==> config.mk <==
export PLATFORM = sky130hd
export DESIGN_NAME = rgb_palette_quantize_two_cell
export DESIGN_NICKNAME = d
export VERILOG_FILES = /design/src/rtl/rpq_pkg.sv /design/src/rtl/rpq_channel.sv /design/src/rtl/rgb_palette_quantize_two_cell.sv
export SDC_FILE = /design/constraint.sdc
export NUM_CORES = 1
export LEC_CHECK = 0
export BUFFER_PORTS_ARGS = -buffer_cell sky130_fd_sc_hd__buf_2
export CORE_MARGIN = 1.5
export CORE_UTILIZATION = 65
export CTS_BUF_LIST = sky130_fd_sc_hd__clkbuf_4 sky130_fd_sc_hd__clkbuf_8
export DETAILED_ROUTE_END_ITERATION = 16
export GPL_TIMING_DRIVEN = 0
export HOLD_SLACK_MARGIN = 0.03
export PLACE_DENSITY = 0.86
export SYNTH_ARGS = -nofsm -noshare
export SYNTH_HDL_FRONTEND = slang
export SYNTH_SLANG_ARGS = --single-unit
==> constraint.sdc <==
create_clock -name i_clk -period 27.5 [get_ports i_clk]
set_clock_uncertainty 0.1 [all_clocks]
set_input_delay 5.5 -clock i_clk [delete_from_list [all_inputs] [get_ports i_clk]]
set_output_delay 5.5 -clock i_clk [all_outputs]
set_load 0.05 [all_outputs]
==> src/rtl/rpq_pkg.sv <==
// ----------------------------------------------------------------------------
// rpq_pkg
// Shared constants, register map and types for the RGB palette quantizer.
// ----------------------------------------------------------------------------
package rpq_pkg;

    // Field widths
    localparam int COORD_W   = 12;
    localparam int COLOR_W   = 8;
    localparam int ROW_W     = 10;
    localparam int COL_W     = 11;
    localparam int IDX_W     = 12;
    localparam int CFG_LEV_W = 5;
    localparam int ADDR_W    = 4;
    localparam int DATA_W    = 32;

    // Level count default and dither thresholds
    localparam int MAX_LEVELS_DEF = 16;
    localparam int LOW_EDGE       = 64;
    localparam int HIGH_EDGE      = 192;
    localparam int CHANNEL_MAX    = 255;

    // Register reset values
    localparam logic [CFG_LEV_W-1:0] RST_LEVELS  = 5'd6;
    localparam logic [IDX_W-1:0]     RST_BG_IDX  = 12'd0;
    localparam logic [COL_W-1:0]     RST_COLUMNS = 11'd80;
    localparam logic [ROW_W-1:0]     RST_ROWS    = 10'd24;

    // Register index (word address)
    typedef enum logic [1:0] {
        REG_LEVELS  = 2'd0,
        REG_BG_IDX  = 2'd1,
        REG_COLUMNS = 2'd2,
        REG_ROWS    = 2'd3
    } t_reg_idx;

    // Cell position that travels down the pipe beside the colour math
    typedef struct packed {
        logic             drawn;
        logic [ROW_W-1:0] row;
        logic [COL_W-1:0] col;
    } t_pos;

endpackage

==> src/rtl/rpq_channel.sv <==
// ----------------------------------------------------------------------------
// rpq_channel
// Two-stage scale of one colour channel to L levels, with dither level pair.
// ----------------------------------------------------------------------------
module rpq_channel #(
    parameter int LVL_W = 4
) (
    input  logic                        i_clk,
    input  logic                        i_en,
    input  logic [rpq_pkg::COLOR_W-1:0] i_color,
    input  logic [LVL_W-1:0]            i_lev_m1,
    output logic [LVL_W-1:0]            o_lo,
    output logic [LVL_W-1:0]            o_hi
);

    localparam int SC_W  = rpq_pkg::COLOR_W + LVL_W;
    localparam int REM_W = rpq_pkg::COLOR_W + 1;

    logic [SC_W-1:0]  r_scaled;
    logic [LVL_W-1:0] r_lo;
    logic [LVL_W-1:0] r_hi;

    logic [LVL_W-1:0] q_est;
    logic [REM_W-1:0] rem_est;
    logic [LVL_W-1:0] q;
    logic [REM_W-1:0] rem;
    logic [LVL_W-1:0] q_up;
    logic [LVL_W-1:0] n_lo;
    logic [LVL_W-1:0] n_hi;

    // x/255: estimate with x>>8, remainder is low byte plus estimate,
    // one correction step since the estimate is never more than one short.
    always_comb begin
        q_est   = r_scaled[SC_W-1:rpq_pkg::COLOR_W];
        rem_est = {1'b0, r_scaled[rpq_pkg::COLOR_W-1:0]} + REM_W'(q_est);
        if (rem_est >= REM_W'(rpq_pkg::CHANNEL_MAX)) begin
            q   = q_est + LVL_W'(1);
            rem = rem_est - REM_W'(rpq_pkg::CHANNEL_MAX);
        end else begin
            q   = q_est;
            rem = rem_est;
        end
        q_up = q + LVL_W'(1);
        n_lo = (rem >= REM_W'(rpq_pkg::HIGH_EDGE)) ? q_up : q;
        n_hi = (rem >= REM_W'(rpq_pkg::LOW_EDGE))  ? q_up : q;
    end

    always_ff @(posedge i_clk) begin
        if (i_en) begin
            r_scaled <= SC_W'(i_color) * SC_W'(i_lev_m1);
            r_lo     <= n_lo;
            r_hi     <= n_hi;
        end
    end

    assign o_lo = r_lo;
    assign o_hi = r_hi;

endmodule

==> src/rtl/rgb_palette_quantize_two_cell.sv <==
// ----------------------------------------------------------------------------
// rgb_palette_quantize_two_cell
// Pixel to two-cell palette index mapper with ordered level dither.
// ----------------------------------------------------------------------------
// Throughput: one pixel per cycle; the whole pipe holds on output stall.
// Stages: scale+clip, divide by 255 + dither, index products, sum + swap.
// Reset: synchronous active low; clears valid bits and loads register
//   defaults (6 levels, background 0, 80 columns, 24 rows). No clearing pass.
// ----------------------------------------------------------------------------
module rgb_palette_quantize_two_cell #(
    parameter int MAX_LEVELS = rpq_pkg::MAX_LEVELS_DEF
) (
    input  logic                         i_clk,
    input  logic                         i_rst_n,

    // APB-style configuration port
    input  logic                         psel,
    input  logic                         penable,
    input  logic                         pwrite,
    input  logic [rpq_pkg::ADDR_W-1:0]   paddr,
    input  logic [rpq_pkg::DATA_W-1:0]   pwdata,
    output logic [rpq_pkg::DATA_W-1:0]   prdata,
    output logic                         pready,

    // Pixel input channel
    input  logic                         i_pix_valid,
    output logic                         o_pix_stall,
    input  logic [rpq_pkg::COORD_W-1:0]  i_pixel_column,
    input  logic [rpq_pkg::COORD_W-1:0]  i_pixel_row,
    input  logic [rpq_pkg::COLOR_W-1:0]  i_red,
    input  logic [rpq_pkg::COLOR_W-1:0]  i_green,
    input  logic [rpq_pkg::COLOR_W-1:0]  i_blue,

    // Cell result channel
    output logic                         o_cell_valid,
    input  logic                         i_cell_stall,
    output logic                         o_drawn,
    output logic [rpq_pkg::ROW_W-1:0]    o_cell_row,
    output logic [rpq_pkg::COL_W-1:0]    o_left_cell_column,
    output logic [rpq_pkg::IDX_W-1:0]    o_left_index,
    output logic [rpq_pkg::IDX_W-1:0]    o_right_index
);

    // Level value width (0..MAX-1), level count width (up to MAX), L*L width
    localparam int LVL_W = $clog2(MAX_LEVELS);
    localparam int L_W   = $clog2(MAX_LEVELS + 1);
    localparam int SQ_W  = 2 * L_W;
    localparam int RP_W  = LVL_W + SQ_W;   // r * L * L
    localparam int GP_W  = LVL_W + L_W;    // g * L
    localparam int SUM_W = RP_W + 1;

    localparam int CW = rpq_pkg::CFG_LEV_W;

    // ------------------------------------------------------------------
    // Configuration registers. Derived level terms are loaded on the same
    // edge as the level register so a pixel right behind a write sees them.
    // ------------------------------------------------------------------
    logic [CW-1:0]                r_levels;
    logic [rpq_pkg::IDX_W-1:0]    r_bg_idx;
    logic [rpq_pkg::COL_W-1:0]    r_columns;
    logic [rpq_pkg::ROW_W-1:0]    r_rows;
    logic [L_W-1:0]               r_lev;
    logic [LVL_W-1:0]             r_lev_m1;
    logic [SQ_W-1:0]              r_lev_sq;

    logic                         cfg_wr;
    rpq_pkg::t_reg_idx            cfg_idx;
    logic [L_W-1:0]               n_lev;

    // Level count clamped to [2, MAX_LEVELS]
    function automatic logic [L_W-1:0] clamp_levels(input logic [CW-1:0] v);
        logic [L_W-1:0] res;
        if (v < CW'(2)) begin
            res = L_W'(2);
        end else if (v > CW'(MAX_LEVELS)) begin
            res = L_W'(MAX_LEVELS);
        end else begin
            res = L_W'(v);
        end
        return res;
    endfunction

    assign cfg_wr  = psel && penable && pwrite && pready;
    assign cfg_idx = rpq_pkg::t_reg_idx'(paddr[3:2]);
    assign pready  = 1'b1;
    assign n_lev   = cfg_wr && (cfg_idx == rpq_pkg::REG_LEVELS)
                   ? clamp_levels(pwdata[CW-1:0])
                   : r_lev;

    always_ff @(posedge i_clk) begin
        if (!i_rst_n) begin
            r_levels  <= rpq_pkg::RST_LEVELS;
            r_bg_idx  <= rpq_pkg::RST_BG_IDX;
            r_columns <= rpq_pkg::RST_COLUMNS;
            r_rows    <= rpq_pkg::RST_ROWS;
            r_lev     <= clamp_levels(rpq_pkg::RST_LEVELS);
            r_lev_m1  <= LVL_W'(clamp_levels(rpq_pkg::RST_LEVELS) - L_W'(1));
            r_lev_sq  <= SQ_W'(clamp_levels(rpq_pkg::RST_LEVELS))
                       * SQ_W'(clamp_levels(rpq_pkg::RST_LEVELS));
        end else begin
            if (cfg_wr) begin
                unique case (cfg_idx)
                    rpq_pkg::REG_LEVELS:  r_levels  <= pwdata[CW-1:0];
                    rpq_pkg::REG_BG_IDX:  r_bg_idx  <= pwdata[rpq_pkg::IDX_W-1:0];
                    rpq_pkg::REG_COLUMNS: r_columns <= pwdata[rpq_pkg::COL_W-1:0];
                    rpq_pkg::REG_ROWS:    r_rows    <= pwdata[rpq_pkg::ROW_W-1:0];
                    default: ;
                endcase
            end
            // small constant-range product, only changes on a level write
            r_lev    <= n_lev;
            r_lev_m1 <= LVL_W'(n_lev - L_W'(1));
            r_lev_sq <= SQ_W'(n_lev) * SQ_W'(n_lev);
        end
    end

    always_comb begin
        unique case (cfg_idx)
            rpq_pkg::REG_LEVELS:  prdata = rpq_pkg::DATA_W'(r_levels);
            rpq_pkg::REG_BG_IDX:  prdata = rpq_pkg::DATA_W'(r_bg_idx);
            rpq_pkg::REG_COLUMNS: prdata = rpq_pkg::DATA_W'(r_columns);
            rpq_pkg::REG_ROWS:    prdata = rpq_pkg::DATA_W'(r_rows);
            default:              prdata = '0;
        endcase
    end

    // ------------------------------------------------------------------
    // Pipe control: every stage advances together unless a finished
    // result sits on the output and the sink stalls it.
    // ------------------------------------------------------------------
    logic en;
    logic r_v1, r_v2, r_v3, r_v4;

    assign en          = !(r_v4 && i_cell_stall);
    assign o_pix_stall = !en;

    always_ff @(posedge i_clk) begin
        if (!i_rst_n) begin
            r_v1 <= 1'b0;
            r_v2 <= 1'b0;
            r_v3 <= 1'b0;
            r_v4 <= 1'b0;
        end else if (en) begin
            r_v1 <= i_pix_valid;
            r_v2 <= r_v1;
            r_v3 <= r_v2;
            r_v4 <= r_v3;
        end
    end

    // ------------------------------------------------------------------
    // Stage 1: clip against the screen. Usable pixel width is half the
    // column count since each pixel covers two cells.
    // ------------------------------------------------------------------
    logic           col_ok;
    logic           row_ok;
    rpq_pkg::t_pos  n_pos1;
    rpq_pkg::t_pos  r_pos1, r_pos2, r_pos3;

    always_comb begin
        col_ok = !i_pixel_column[rpq_pkg::COORD_W-1]
              && (i_pixel_column[rpq_pkg::COL_W-1:0]
                  < {1'b0, r_columns[rpq_pkg::COL_W-1:1]});
        row_ok = !i_pixel_row[rpq_pkg::COORD_W-1]
              && (i_pixel_row[rpq_pkg::COL_W-1:0] < {1'b0, r_rows});
        n_pos1.drawn = col_ok && row_ok;
        n_pos1.row   = i_pixel_row[rpq_pkg::ROW_W-1:0];
        n_pos1.col   = {i_pixel_column[rpq_pkg::COL_W-2:0], 1'b0};
    end

    always_ff @(posedge i_clk) begin
        if (en) begin
            r_pos1 <= n_pos1;
            r_pos2 <= r_pos1;
            r_pos3 <= r_pos2;
        end
    end

    // ------------------------------------------------------------------
    // Stages 1-2: per-channel scale, divide by 255 and level pair
    // ------------------------------------------------------------------
    logic [LVL_W-1:0] r_lo_lvl, r_hi_lvl, g_lo_lvl, g_hi_lvl, b_lo_lvl, b_hi_lvl;

    rpq_channel #(.LVL_W(LVL_W)) u_ch_red (
        .i_clk    (i_clk),
        .i_en     (en),
        .i_color  (i_red),
        .i_lev_m1 (r_lev_m1),
        .o_lo     (r_lo_lvl),
        .o_hi     (r_hi_lvl)
    );

    rpq_channel #(.LVL_W(LVL_W)) u_ch_green (
        .i_clk    (i_clk),
        .i_en     (en),
        .i_color  (i_green),
        .i_lev_m1 (r_lev_m1),
        .o_lo     (g_lo_lvl),
        .o_hi     (g_hi_lvl)
    );

    rpq_channel #(.LVL_W(LVL_W)) u_ch_blue (
        .i_clk    (i_clk),
        .i_en     (en),
        .i_color  (i_blue),
        .i_lev_m1 (r_lev_m1),
        .o_lo     (b_lo_lvl),
        .o_hi     (b_hi_lvl)
    );

    // ------------------------------------------------------------------
    // Stage 3: index products r*L*L and g*L for both cells
    // ------------------------------------------------------------------
    logic [RP_W-1:0]  r_rp_lo, r_rp_hi;
    logic [GP_W-1:0]  r_gp_lo, r_gp_hi;
    logic [LVL_W-1:0] r_b_lo, r_b_hi;

    always_ff @(posedge i_clk) begin
        if (en) begin
            r_rp_lo <= RP_W'(r_lo_lvl) * RP_W'(r_lev_sq);
            r_rp_hi <= RP_W'(r_hi_lvl) * RP_W'(r_lev_sq);
            r_gp_lo <= GP_W'(g_lo_lvl) * GP_W'(r_lev);
            r_gp_hi <= GP_W'(g_hi_lvl) * GP_W'(r_lev);
            r_b_lo  <= b_lo_lvl;
            r_b_hi  <= b_hi_lvl;
        end
    end

    // ------------------------------------------------------------------
    // Stage 4: sum, swap index zero with the background index, zero the
    // fields of a clipped pixel. Lands in the output register.
    // ------------------------------------------------------------------
    function automatic logic [rpq_pkg::IDX_W-1:0] swap_bg(
        input logic [SUM_W-1:0]          id,
        input logic [rpq_pkg::IDX_W-1:0] bg
    );
        logic [rpq_pkg::IDX_W-1:0] res;
        if (id == '0) begin
            res = bg;
        end else if (id == SUM_W'(bg)) begin
            res = '0;
        end else begin
            res = id[rpq_pkg::IDX_W-1:0];
        end
        return res;
    endfunction

    logic [SUM_W-1:0]          sum_lo, sum_hi;
    logic [rpq_pkg::IDX_W-1:0] n_left, n_right;

    always_comb begin
        sum_lo  = SUM_W'(r_rp_lo) + SUM_W'(r_gp_lo) + SUM_W'(r_b_lo);
        sum_hi  = SUM_W'(r_rp_hi) + SUM_W'(r_gp_hi) + SUM_W'(r_b_hi);
        n_left  = r_pos3.drawn ? swap_bg(sum_lo, r_bg_idx) : '0;
        n_right = r_pos3.drawn ? swap_bg(sum_hi, r_bg_idx) : '0;
    end

    logic                      r_drawn;
    logic [rpq_pkg::ROW_W-1:0] r_cell_row;
    logic [rpq_pkg::COL_W-1:0] r_cell_col;
    logic [rpq_pkg::IDX_W-1:0] r_left_idx;
    logic [rpq_pkg::IDX_W-1:0] r_right_idx;

    always_ff @(posedge i_clk) begin
        if (en) begin
            r_drawn     <= r_pos3.drawn;
            r_cell_row  <= r_pos3.drawn ? r_pos3.row : '0;
            r_cell_col  <= r_pos3.drawn ? r_pos3.col : '0;
            r_left_idx  <= n_left;
            r_right_idx <= n_right;
        end
    end

    assign o_cell_valid       = r_v4;
    assign o_drawn            = r_drawn;
    assign o_cell_row         = r_cell_row;
    assign o_left_cell_column = r_cell_col;
    assign o_left_index       = r_left_idx;
    assign o_right_index      = r_right_idx;

    // ------------------------------------------------------------------
    // Assertions
    // ------------------------------------------------------------------
    // clipped pixel carries all-zero fields
    a_clip_zero: assert property (@(posedge i_clk) disable iff (!i_rst_n)
        (o_cell_valid && !o_drawn) |->
            (o_cell_row == '0 && o_left_cell_column == '0
             && o_left_index == '0 && o_right_index == '0))
        else $error("clipped result has nonzero fields");

    // left cell column is always even
    a_col_even: assert property (@(posedge i_clk) disable iff (!i_rst_n)
        o_cell_valid |-> !o_left_cell_column[0])
        else $error("odd left cell column");

    // a drawn row lies inside the configured screen
    a_row_range: assert property (@(posedge i_clk) disable iff (!i_rst_n)
        (o_cell_valid && o_drawn) |-> (o_cell_row < r_rows))
        else $error("drawn row outside screen");

    // a stalled result holds the pipe: stage 3 contents do not move
    a_pipe_hold: assert property (@(posedge i_clk) disable iff (!i_rst_n)
        o_pix_stall |=> ($stable(r_v3) && $stable(r_pos3)))
        else $error("pipe moved under output stall");

endmodule

==> impl_results.md <==
- Total Wirelength: 43,500 um
- Met2 WL post-DR: 22,400 um
- CTS Buffer Depth: 3
- CORE AREA: 29,800 um^2
- Tcrit/Tclk final: 46.2%
- Wire length on met1: 17,100 um
- RSZ-0062 raised after global routing: false
- Largest stage delay, worst path: 0.48 ns
- NetSw: 0.612 mW
- Flop pwr share: 35.9%
- Post-DP HPWL: 33,700 um
- Vias: 14,400
- Dominant synthesized flop cell: edfxtp_1
- Cell count after synthesis: 1,883
- Post-place setup slack: 14.84 ns
- Slowest CP cell: clkbuf_1
- Crit path capture: prdata[7]
- Combinational share of power: 39.7%
- P_leak: 9.98 nW
- GRT Residual Overflow: 0
- TritonCTS clock tree: built
- Kind of end point of the critical path: output port
- Number of buffers added on ports: 124
- H-tree depth: 2
- Register area share after synthesis: 39.7%
- FF-to-FF Start: u_ch_blue.r_scaled[8]$_DFFE_PN_
- # IOs: 172
- Starting Density: 66.4%
- Crit path time final: 12.70 ns
- Syn_area_per_cell: 10.5 um^2
- Largest fanout on the critical path: 10
- R2r endpoint: u_ch_blue.o_lo[1]$_DFFE_PN_
- HP Class: flop to flop
- Number of flops mapped to enable cells by yosys: 222
- Outcome: finished clean
- Clk pwr share: 24.4%
- Num rows: 63
- Final setup vio count: 0
- Setup Fix Bufs, Post-CTS: 0
- Internal Power: 1.03 mW
- Die width: 177 um
- Top cells by area, synth: edfxtp_1 34%, ha_1 12%, fa_1 9.3%, dfxtp_1 6.0%, nand2_1 4.2%
- First-pass GRT wire length: 70,700 um
- Reg-to-reg slack, setup: 22.81 ns
- Worst setup SP type: primary input
- Sw Ratio: 37.3%
- Worst slew margin: 49.0%
- Highest Signal Layer: met4
- Synth warn: 0
- Gr usage total: 28.4%
- Power per cell area: 74.3 nW/um^2
- GPL Wtd Cong: 0.908
- Vias in the first global route: 14,700
- Reg2Reg Depth: 12
- Fmax: 0.0787 GHz
- Die area: 31,500 um^2
- Setup crit start: paddr[3]
- Crit path depth: 5
- Total CTS buffers: 46
- # Max-Cap Violations: 0
- Setup WS post-layout: 14.80 ns
- CTS Sinks: 281
- Yosys reg bits: 281
- Final hold vios: 0
- Setup tns final: 0 ns
- CTS clk-pin slew, worst paths: 0.06 ns
- Layout cell share with drive strength beyond 1: 12.2%
- Worst path top cell family by delay: buffers and inverters
- Crit path DAT: 7.10 ns
- Vias per std cell: 5.76
- Worst Path Buf+Inv: 3
- Die H: 177 um
- Nets@finish: 2,456
- Area grow syn2layout: 11.6%
- Post-CTS sizing: 0
- Worst path cell trace: clkbuf_1, clkbuf_1, mux2_2, a22o_1, buf_2
- Post-synth top area cell: edfxtp_1
- DR pass1 iterations: 6
- Worst skew pair latency: 0.60 ns
- Initial antenna violation count: 0
- Post-synth top area share: 33.7%
- Iteration-0 DRC count of the detailed router: 1,070
- Required time of the worst setup path: 21.90 ns
- Post-synth cell types: 73
- Most frequent CP cell: clkbuf_1
- Min-delay src: r_pos2[3]$_DFFE_PN_
- Async SR Flop Fraction: 0%
- Crit Path Category: primary input to output port
- Met3 wire len: 2090 um
- Max VDD drop: 0.0513 mV
- Largest net degree at the start of global routing: 76
- Root buffer cell: clkbuf_8
- Hold_buf cts: 0
- Post-route DRC: 0
- Tightest Pin Transition: 0.766 ns
- Routed wire per std cell: 17.4 um
- Slew Viols, Final: 0
- Cell area after synthesis: 19,800 um^2
- Final ANT Viol Nets: 0
registers in the layout (all words and copies together), names as in the netlist, 5 cells and up:
| signal | cells |
|---|---|
| r_levels | 5 |
| r_pos1 | 21 |
| o_left_cell_column | 10 |
| o_right_index | 12 |
| o_cell_row | 10 |
| r_pos3 | 21 |
| u_ch_green.r_scaled | 12 |
| r_columns | 11 |
| u_ch_red.r_scaled | 12 |
| r_pos2 | 21 |
| r_gp_lo | 9 |
| r_rows | 10 |
| r_lev_sq | 8 |
| o_left_index | 12 |
| r_lev | 5 |
| r_rp_lo | 14 |
| r_bg_idx | 12 |
| r_rp_hi | 14 |
| u_ch_blue.r_scaled | 12 |
| r_gp_hi | 9 |
metal layers:
layer,vias to the layer above,track usage (%)
met2,484,52.5
met5,-,0
met3,133,3.56
met4,0,12.7
li1,6902,-
met1,6881,32.7
layout make-up:
type,count,area [um^2]
multi-input combinational,1378,11000
sequential,281,7850
fill,1970,7720
timing repair buffer,127,703
clock buffer,52,684
inverter,165,619
tap,390,488
buffer,83,412
clock inverter,25,320
antenna,1,2.50
cell usage in the layout, fill, tap and decap left out, types with 11 or more instances in the layout:
cell | synthesis | final
o21ai_0 | 21 | 21
nor2b_1 | 30 | 30
o21bai_1 | 36 | 36
a21boi_0 | 24 | 24
nor4_1 | 11 | 11
fa_1 | 92 | 92
nand2_1 | 222 | 221
clkbuf_8 | 0 | 47
dfxtp_1 | 59 | 59
inv_1 | 161 | 161
and3_1 | 11 | 11
a21oi_1 | 89 | 89
edfxtp_1 | 222 | 222
nand3_1 | 33 | 33
buf_4 | 24 | 24
xor2_1 | 38 | 38
a22o_1 | 29 | 29
nor3b_1 | 12 | 12
conb_1 | 2 | 26
nor2_1 | 64 | 64
buf_2 | 2 | 126
clkbuf_1 | 54 | 54
a211oi_1 | 16 | 16
and2_1 | 131 | 131
mux2i_1 | 16 | 16
xnor2_1 | 93 | 93
nor3_1 | 23 | 23
ha_1 | 191 | 191
a21o_1 | 26 | 26
mux2_2 | 11 | 11
through the flow:
| stage | hold WS (ns) | power, mW | util [%] | std cells | instance area, um^2 |
|---|---|---|---|---|---|
| final | 0.316 | 1.64 | 74.1 | 2502 | 22100 |
| after global routing | 0.321 | 1.74 | 74.1 | 2501 | 22100 |
| after CTS | 0.316 | 1.64 | 74.1 | 2501 | 22100 |
| after detailed placement | 0.305 | 1.23 | 70.7 | 2424 | 21100 |
| after global placement | 0.301 | 1.20 | 70.4 | 2421 | 21000 |
| after floorplan | 0.300 | 1.07 | - | 1907 | 19900 |
how the worst min path moves through the flow:
stage | endpoint | slack (ns) | depth (start not counted)
CTS | r_pos3[3]$_DFFE_PN_ | 0.32 | 0
global route | r_pos3[3]$_DFFE_PN_ | 0.32 | 0
finish | r_pos3[3]$_DFFE_PN_ | 0.32 | 0
global placement | r_pos2[10]$_DFFE_PN_ | 0.30 | 0
detailed placement | r_pos3[13]$_DFFE_PN_ | 0.30 | 0
floorplan | r_b_hi[0]$_DFFE_PN_ | 0.30 | 0
cells in the mapped netlist, drive strengths merged, types with 5 or more instances:
| cell type | count |
|---|---|
| a211oi | 16 |
| a21boi | 25 |
| a21o | 26 |
| a21oi | 89 |
| a22o | 29 |
| a31oi | 9 |
| and2 | 132 |
| and3 | 11 |
| buf | 29 |
| clkbuf | 54 |
| dfxtp | 59 |
| edfxtp | 222 |
| fa | 92 |
| ha | 191 |
| inv | 165 |
| mux2 | 13 |
| mux2i | 16 |
| mux4 | 5 |
| nand2 | 222 |
| nand2b | 9 |
| nand3 | 33 |
| nand3b | 6 |
| nand4 | 8 |
| nor2 | 64 |
| nor2b | 30 |
| nor3 | 24 |
| nor3b | 12 |
| nor4 | 12 |
| o2111ai | 6 |
| o211ai | 9 |
| o21a | 6 |
| o21ai | 30 |
| o21bai | 36 |
| o31ai | 6 |
| or2 | 9 |
| or4 | 8 |
| xnor2 | 93 |
| xor2 | 38 |
power by group through the flow:
stage	registers [mW]	logic, mW	clock network, mW
2_1_floorplan	0.596	0.474	0
3_3_place_gp	0.593	0.608	0
3_5_place_dp	0.597	0.635	0
4_1_cts	0.588	0.643	0.405
5_1_grt	0.595	0.724	0.424
6_report	0.588	0.652	0.400
cells by family after synthesis:
family,count (synthesis),synth area share (%)
AO/OA/AOI/OAI,307,10.4
flip-flops,281,39.7
other,2,0.0380
buffers and inverters,248,5.21
adder cells (fa/ha/maj),283,21.4
multiplexers,34,2.12
AND/OR/NAND/NOR,597,15.3
XOR/XNOR,131,5.80
(Power assumes the default switching activity.)
